File: src/lmrs_pkg.sv
// shared constants and types for the led matrix row scanner
`timescale 1ns / 1ps

package lmrs_pkg;

  // frame geometry
  localparam int ROWS = 8;
  localparam int BANKS = 2;
  localparam int ROW_W = $clog2(ROWS);
  localparam int BANK_W = $clog2(BANKS);
  localparam int STORE_DEPTH = BANKS * ROWS;
  localparam int STORE_W = $clog2(STORE_DEPTH);

  // burst layout: inverted column byte then row mask, msb first
  localparam int BYTE_W = 8;
  localparam int BURST_BITS = 2 * BYTE_W;
  localparam int BIT_CNT_W = $clog2(BURST_BITS);
  localparam int SCAN_ROW_W = 3;

  // burst queue between front and back
  localparam int QDEPTH = 2;
  localparam int QPTR_W = $clog2(QDEPTH);
  localparam int QCNT_W = $clog2(QDEPTH + 1);

  // operation codes
  typedef enum logic [1:0] {
    OP_WRITE  = 2'd0,
    OP_CHOOSE = 2'd1,
    OP_TICK   = 2'd2
  } op_t;

  // one pending burst
  typedef struct packed {
    logic [BURST_BITS-1:0] word;
    logic [SCAN_ROW_W-1:0] row;
  } burst_t;

  // serialiser states
  typedef enum logic {
    ST_IDLE,
    ST_SHIFT
  } back_state_t;

endpackage

File: src/lmrs_front.sv
// front end: takes operations, keeps frame banks and row scan state, issues bursts
`timescale 1ns / 1ps

module lmrs_front (
  input  logic                 clk,
  input  logic                 rst,
  input  logic                 accept,
  input  logic [1:0]           operation,
  input  logic                 bank,
  input  logic [2:0]           row_index,
  input  logic [7:0]           row_data,
  output logic                 burst_push,
  output lmrs_pkg::burst_t     burst
);

  logic [lmrs_pkg::BYTE_W-1:0]  frame [lmrs_pkg::STORE_DEPTH];
  logic [lmrs_pkg::ROW_W-1:0]   row_counter;
  logic [lmrs_pkg::ROW_W-1:0]   row_counter_next;
  logic [lmrs_pkg::BANK_W-1:0]  shown_bank;
  logic [lmrs_pkg::BANK_W-1:0]  chosen_bank;
  logic [lmrs_pkg::STORE_W-1:0] wr_idx;
  logic [lmrs_pkg::STORE_W-1:0] rd_idx;
  logic                         wr_en;
  logic                         choose_en;
  logic                         tick_en;
  logic                         bank_ok;
  logic [lmrs_pkg::BYTE_W-1:0]  cols;
  logic [lmrs_pkg::BYTE_W-1:0]  mask;

  // decode the accepted word
  assign bank_ok = (32'(bank) < lmrs_pkg::BANKS);
  always_comb begin
    wr_en = 1'b0;
    choose_en = 1'b0;
    tick_en = 1'b0;
    if (accept && bank_ok) begin
      unique case (lmrs_pkg::op_t'(operation))
        lmrs_pkg::OP_WRITE:  wr_en = (32'(row_index) < lmrs_pkg::ROWS);
        lmrs_pkg::OP_CHOOSE: choose_en = 1'b1;
        lmrs_pkg::OP_TICK:   tick_en = 1'b1;
        default: ;
      endcase
    end
  end

  // store addressing
  assign wr_idx = lmrs_pkg::STORE_W'(32'(bank) * lmrs_pkg::ROWS + 32'(row_index));
  assign rd_idx = lmrs_pkg::STORE_W'(32'(shown_bank) * lmrs_pkg::ROWS + 32'(row_counter));

  // burst contents: inverted columns and one-hot row mask
  assign cols = ~frame[rd_idx];
  assign mask = (32'(row_counter) < lmrs_pkg::BYTE_W) ?
                (lmrs_pkg::BYTE_W'(1) << row_counter) : '0;
  assign burst_push = tick_en;
  assign burst.word = {cols, mask};
  assign burst.row = lmrs_pkg::SCAN_ROW_W'(row_counter);

  // row advance with wrap
  assign row_counter_next = (32'(row_counter) == lmrs_pkg::ROWS - 1) ?
                            '0 : row_counter + 1'b1;

  // frame banks
  always_ff @(posedge clk) begin
    if (rst) begin
      for (int i = 0; i < lmrs_pkg::STORE_DEPTH; i++) begin
        frame[i] <= '0;
      end
    end else if (wr_en) begin
      frame[wr_idx] <= row_data;
    end
  end

  // scan state
  always_ff @(posedge clk) begin
    if (rst) begin
      row_counter <= '0;
      shown_bank <= '0;
      chosen_bank <= '0;
    end else begin
      if (choose_en) begin
        chosen_bank <= lmrs_pkg::BANK_W'(bank);
      end
      if (tick_en) begin
        row_counter <= row_counter_next;
        if (row_counter_next == '0) begin
          shown_bank <= chosen_bank;
        end
      end
    end
  end

  // a tick on the last row wraps to row 0
  a_row_wrap: assert property (@(posedge clk) disable iff (rst)
    tick_en && (32'(row_counter) == lmrs_pkg::ROWS - 1) |=> row_counter == '0)
    else $error("row counter did not wrap");

  // the shown bank moves only on a wrapping tick
  a_bank_hold: assert property (@(posedge clk) disable iff (rst)
    !(tick_en && row_counter_next == '0) |=> $stable(shown_bank))
    else $error("shown bank changed mid frame");

endmodule

File: src/lmrs_queue.sv
// short burst queue between the front and back ends
`timescale 1ns / 1ps

module lmrs_queue (
  input  logic             clk,
  input  logic             rst,
  input  logic             wr,
  input  lmrs_pkg::burst_t wr_data,
  output logic             full,
  input  logic             rd,
  output lmrs_pkg::burst_t rd_data,
  output logic             empty
);

  lmrs_pkg::burst_t            slots [lmrs_pkg::QDEPTH];
  logic [lmrs_pkg::QPTR_W-1:0] wr_ptr;
  logic [lmrs_pkg::QPTR_W-1:0] rd_ptr;
  logic [lmrs_pkg::QCNT_W-1:0] count;

  assign full = (32'(count) == lmrs_pkg::QDEPTH);
  assign empty = (count == '0);
  assign rd_data = slots[rd_ptr];

  // storage
  always_ff @(posedge clk) begin
    if (wr) begin
      slots[wr_ptr] <= wr_data;
    end
  end

  // pointers and fill count
  always_ff @(posedge clk) begin
    if (rst) begin
      wr_ptr <= '0;
      rd_ptr <= '0;
      count <= '0;
    end else begin
      if (wr) begin
        wr_ptr <= (32'(wr_ptr) == lmrs_pkg::QDEPTH - 1) ? '0 : wr_ptr + 1'b1;
      end
      if (rd) begin
        rd_ptr <= (32'(rd_ptr) == lmrs_pkg::QDEPTH - 1) ? '0 : rd_ptr + 1'b1;
      end
      if (wr && !rd) begin
        count <= count + 1'b1;
      end else if (rd && !wr) begin
        count <= count - 1'b1;
      end
    end
  end

  a_no_overflow: assert property (@(posedge clk) disable iff (rst) wr |-> !full)
    else $error("burst queue overflow");

  a_no_underflow: assert property (@(posedge clk) disable iff (rst) rd |-> !empty)
    else $error("burst queue underflow");

endmodule

File: src/lmrs_back.sv
// back end: shifts each burst out one bit per word with a result register
`timescale 1ns / 1ps

module lmrs_back (
  input  logic             clk,
  input  logic             rst,
  input  logic             q_empty,
  input  lmrs_pkg::burst_t q_data,
  output logic             q_pop,
  input  logic             out_take,
  output logic             out_valid,
  output logic             serial_bit,
  output logic             latch_after,
  output logic [2:0]       scanned_row
);

  lmrs_pkg::back_state_t            state;
  lmrs_pkg::back_state_t            state_next;
  logic [lmrs_pkg::BURST_BITS-1:0]  shifter;
  logic [lmrs_pkg::SCAN_ROW_W-1:0]  row;
  logic [lmrs_pkg::BIT_CNT_W-1:0]   bit_cnt;
  logic                             out_free;
  logic                             load_out;
  logic                             last_bit;

  assign out_free = !out_valid || out_take;
  assign last_bit = (32'(bit_cnt) == lmrs_pkg::BURST_BITS - 1);

  // next state
  always_comb begin
    state_next = state;
    unique case (state)
      lmrs_pkg::ST_IDLE:  if (!q_empty) state_next = lmrs_pkg::ST_SHIFT;
      lmrs_pkg::ST_SHIFT: if (out_free && last_bit) state_next = lmrs_pkg::ST_IDLE;
      default:            state_next = lmrs_pkg::ST_IDLE;
    endcase
  end

  // state outputs
  always_comb begin
    q_pop = 1'b0;
    load_out = 1'b0;
    unique case (state)
      lmrs_pkg::ST_IDLE:  q_pop = !q_empty;
      lmrs_pkg::ST_SHIFT: load_out = out_free;
      default: ;
    endcase
  end

  always_ff @(posedge clk) begin
    if (rst) begin
      state <= lmrs_pkg::ST_IDLE;
    end else begin
      state <= state_next;
    end
  end

  // shift register and bit count
  always_ff @(posedge clk) begin
    if (rst) begin
      bit_cnt <= '0;
    end else if (q_pop) begin
      bit_cnt <= '0;
    end else if (load_out) begin
      bit_cnt <= bit_cnt + 1'b1;
    end
  end

  always_ff @(posedge clk) begin
    if (q_pop) begin
      shifter <= q_data.word;
      row <= q_data.row;
    end else if (load_out) begin
      shifter <= {shifter[lmrs_pkg::BURST_BITS-2:0], 1'b0};
    end
  end

  // result register
  always_ff @(posedge clk) begin
    if (rst) begin
      out_valid <= 1'b0;
    end else if (load_out) begin
      out_valid <= 1'b1;
    end else if (out_take) begin
      out_valid <= 1'b0;
    end
  end

  always_ff @(posedge clk) begin
    if (load_out) begin
      serial_bit <= shifter[lmrs_pkg::BURST_BITS-1];
      latch_after <= last_bit;
      scanned_row <= row;
    end
  end

  // the sixteenth bit leaves flagged as the latch
  a_latch_flag: assert property (@(posedge clk) disable iff (rst)
    load_out && last_bit |=> out_valid && latch_after)
    else $error("latch flag missing on last bit");

  // a waiting result is never overwritten
  a_no_overwrite: assert property (@(posedge clk) disable iff (rst)
    out_valid && !out_take |=> out_valid && $stable(serial_bit) && $stable(scanned_row))
    else $error("pending result overwritten");

endmodule

File: src/led_matrix_row_scanner_serial.sv
// top level of the led matrix row scanner with serial shift register output
`timescale 1ns / 1ps

// Row-scanned 8x8 LED matrix driver with two frame banks. Operation 0 writes
// a row byte into a bank, operation 1 picks the bank shown from the next
// frame start, operation 2 (refresh tick) emits sixteen words: the inverted
// column byte of the current row then the one-hot row mask, msb first, the
// last word flagged with latch_after. A tick is taken into a two-entry
// burst queue; the serialiser loads each burst from the queue and then gives
// one bit per cycle while its output words are popped, sixteen bits per burst,
// so further ticks can be queued while a burst is still shifting. Banks are
// cleared by reset.

module led_matrix_row_scanner_serial (
  input  logic       clk,
  input  logic       rst,
  input  logic       push,
  output logic       full,
  input  logic [1:0] operation,
  input  logic       bank,
  input  logic [2:0] row_index,
  input  logic [7:0] row_data,
  output logic       empty,
  input  logic       pop,
  output logic       serial_bit,
  output logic       latch_after,
  output logic [2:0] scanned_row
);

  logic             accept;
  logic             burst_push;
  lmrs_pkg::burst_t burst;
  logic             q_full;
  logic             q_empty;
  logic             q_pop;
  lmrs_pkg::burst_t q_data;
  logic             out_valid;

  assign full = q_full;
  assign accept = push && !q_full;
  assign empty = !out_valid;

  // operation decode and frame state
  lmrs_front u_front (
    .clk        (clk),
    .rst        (rst),
    .accept     (accept),
    .operation  (operation),
    .bank       (bank),
    .row_index  (row_index),
    .row_data   (row_data),
    .burst_push (burst_push),
    .burst      (burst)
  );

  // pending bursts
  lmrs_queue u_queue (
    .clk     (clk),
    .rst     (rst),
    .wr      (burst_push),
    .wr_data (burst),
    .full    (q_full),
    .rd      (q_pop),
    .rd_data (q_data),
    .empty   (q_empty)
  );

  // serialiser
  lmrs_back u_back (
    .clk         (clk),
    .rst         (rst),
    .q_empty     (q_empty),
    .q_data      (q_data),
    .q_pop       (q_pop),
    .out_take    (pop && out_valid),
    .out_valid   (out_valid),
    .serial_bit  (serial_bit),
    .latch_after (latch_after),
    .scanned_row (scanned_row)
  );

endmodule
File: config.mk
export PLATFORM = sky130hd
export DESIGN_NAME = led_matrix_row_scanner_serial
export DESIGN_NICKNAME = d
export VERILOG_FILES = /design/src/lmrs_pkg.sv /design/src/lmrs_front.sv /design/src/lmrs_queue.sv /design/src/lmrs_back.sv /design/src/led_matrix_row_scanner_serial.sv
export SDC_FILE = /design/constraint.sdc
export NUM_CORES = 1
export LEC_CHECK = 0
export ABC_AREA = 1
export BUFFER_PORTS_ARGS = -buffer_cell sky130_fd_sc_hd__buf_2
export CORE_MARGIN = 4
export CORE_UTILIZATION = 62
export CTS_CLUSTER_SIZE = 28
export DETAILED_ROUTE_END_ITERATION = 12
export PLACE_DENSITY = 0.79
export RECOVER_POWER = 50
export SLEW_MARGIN = 25
export SYNTH_ARGS = -nofsm -noshare
export SYNTH_HDL_FRONTEND = slang
export SYNTH_HIERARCHICAL = 1
export SYNTH_SLANG_ARGS = --single-unit
File: constraint.sdc
create_clock -name clk -period 4.7 [get_ports clk]
set_input_delay 0.47 -clock clk [delete_from_list [all_inputs] [get_ports clk]]
set_output_delay 0.47 -clock clk [all_outputs]
set_load 0.01 [all_outputs]
==> impl_metrics.json <==
{
  "status": "complete, but fails checks",
  "violations": "max-capacitance violations, max-slew violations",
  "comb_power_share_pct": 15.4,
  "finalCritPeriodShare_pct": 69.3,
  "fin_util_pct": 67.3,
  "pin_count": 25,
  "cp_cell_sequence": "clkbuf_1 -> inv_2 -> ha_1 -> nand2_1 -> nand2_1 -> nor2_1 -> nand2_1 -> nand2_1 -> nor2_1",
  "p_leak_nw": 3.89,
  "clkPwrFrac_pct": 32.8,
  "cp_slowest_cell": "clkbuf_1",
  "final_nets": 896,
  "max-vdd-ir-drop_uv": 285,
  "initial_core_util_pct": 63.4,
  "sequentialPowerShare_pct": 51.9,
  "hold_slack_ns": 0.276,
  "reg2reg_slack_ns": 1.44,
  "slowest_delay_ns": 1.22,
  "syn_inst": 860,
  "core_um2": 14500,
  "drt-wirelength-per-cell_um": 18.6,
  "cp_common_cell": "nand2_1",
  "netlist_area_um2": 9210,
  "hold_viol": 0,
  "maxCapViolCount": 2,
  "post_cts_buffers": 0,
  "internal-power_mw": 3.31,
  "place_ws_ns": 1.99,
  "synth-seq-cells": 206,
  "htreeDepth": 1,
  "power.switching_mw": 1.23,
  "synth_edf_count": 190,
  "drt-total-wl_mm": 19.9,
  "cts.sinks": 206,
  "row_count": 44,
  "worst_pin_slew_ns": 1.69,
  "clock_latency_ns": 0.50,
  "ant_nets": 0,
  "avgSynthCellArea_um2": 10.7,
  "finalSetupViolCount": 0,
  "grt_pass1_wl_mm": 31.5,
  "dpl.cell_count": 1031,
  "drtIter0Drc": 673,
  "postLayoutSetupSlackWorst_ns": 1.44,
  "ys_seq_area_share_pct": 65.4,
  "remaining_drc_errors": 0,
  "cts_buffers": 21,
  "layout_commonest_cell": "nand2_1",
  "p_total_mw": 4.54,
  "fillCellCount": 1135,
  "synthToLayoutAreaGrowth_pct": 6.10,
  "start_kind": "register",
  "yosysWarnings": 6,
  "arrival_ns": 3.65,
  "cts_tree": "built",
  "power_density_nw_per_um2": 464,
  "place_area_um2": 9380,
  "fp.dieH_um": 130,
  "grt_use_total_pct": 24.2,
  "antenna_found_initial": 0,
  "syn_nets": 886,
  "die_w_um": 130,
  "swShare_pct": 27.0,
  "finalInstanceArea_um2": 9770,
  "via_count": 6172,
  "drt-vias-per-instance": 5.78,
  "die_area_um2": 16900,
  "grt_pass1_vias": 6042,
  "cts_hold_buf": 0,
  "hold_path.class": "in2reg",
  "dr.pass1.iters": 5,
  "gp_congestion": 0.826,
  "port_buffers": 24,
  "n_antenna_cell": 0,
  "period_needed_ns": 3.26,
  "cts_resized": 0,
  "overflow": 0,
  "ys.flop_type": "edfxtp_1",
  "clkSlewWorstSetupHoldPaths_ns": 0.06,
  "end_kind": "register",
  "final_cell_mix": "nand2_1, edfxtp_1, nor2_1, nand3_1, inv_1",
  "grt_max_degree": 70,
  "clock-root-buffer": "clkbuf_16",
  "cts_max_path_buffers": 3,
  "cp_max_fo": 37,
  "seqCellArea_um2": 6030,
  "rsz0062_at_grt": "no",
  "relSlewSlack_pct": -12.9,
  "slew_viol_final": 60,
  "crit_type": "reg2reg",
  "fin_tns_setup_ns": 0,
  "async_flop_share_pct": 0,
  "cp.required_ns": 5.10,
  "hpwl_mm": 12.4,
  "finClkSkew_ns": 0.0286,
  "final_cells": 1068,
  "drive_gt1_share_pct": 8.82,
  "max_freq_ghz": 0.307,
  "synth_cell_types": 35,
  "multi_input_area_um2": 2600
}
==> sequential cells by signal, summed over array words and instances, names as in the netlist, 2 cells and up, named ones only <==
name	count
u_queue/count	2
u_front/row_counter	3
u_back/shifter	16
u_front/frame	128
u_queue/slots	38
u_back/row	3
u_back/bit_cnt	4
u_back/scanned_row	3
==> synth_stat cells, types with 8 or more instances <==
cell	number	area, µm²
edfxtp_1	190	5710
dfxtp_1	16	320
a21oi_1	9	45.0
mux2_4	10	150
ha_1	8	100
nand2_4	16	180
inv_1	44	165
nand2_1	226	848
buf_2	15	75.1
nand3_1	117	586
nor2_1	140	526
nor2_4	8	90.1
mux2_2	9	101
clkbuf_1	14	52.6
==> power by group through the flow <==
stage	clock (mW)	sequential (mW)	combinational, mW
final	1.49	2.35	0.697
after CTS	1.51	2.36	0.725
after global placement	0	2.38	0.690
after floorplan	0	2.35	0.580
after global routing	1.59	2.37	0.778
after detailed placement	0	2.39	0.718
==> area by class of cell <==
class	instances	share of cell area, %
Tap cell	184	2.36
Multi-Input combinational cell	565	26.6
Inverter	49	1.92
Timing Repair Buffer	27	1.29
Sequential cell	206	61.6
Clock inverter	8	0.422
Clock buffer	29	5.79
==> critical path, delay by kind of cell, from the launching register on <==
family                     cells  cell delay [ns]
buffers and inverters          2             1.91
DFF                            1             0.30
and+or+nand+nor                6             0.45
adders and majority gates      1             0.49
==> cell families (layout without fill, tap and decap cells) <==
kind of cell / after synthesis / count (layout) / share of synthesized area (%)
buf+inv: 89 / 113 / 4.29
xor+xnor: 1 / 1 / 0.0951
flops: 206 / 206 / 65.4
mux: 19 / 19 / 2.73
simple gates: 519 / 519 / 25.2
fa+ha+maj: 8 / 8 / 1.09
compound gates: 18 / 18 / 1.20
==> worst paths after layout <==
| path | start | end | cells after the start |
|---|---|---|---|
| worst min-delay path | rst | u_queue/rd_ptr | 2 |
| worst max register to register | u_front/row_counter[1] | u_front/shown_bank | 9 |
| worst min register to register | u_back/row[2] | u_back/scanned_row[2] | 0 |
| worst max-delay path | u_front/row_counter[1] | u_front/shown_bank | 9 |
==> per-layer routing <==
layer | track usage, % | part of all wire [%] | vias up
met2 | 41.6 | 50 | 327
met5 | 0 | 0 | -
li1 | - | - | 2904
met3 | 3.93 | 9.0 | 41
met4 | 6.97 | 2.5 | 0
met1 | 32.2 | 39 | 2900
No activity file was read; power rests on OpenSTA's default activity.
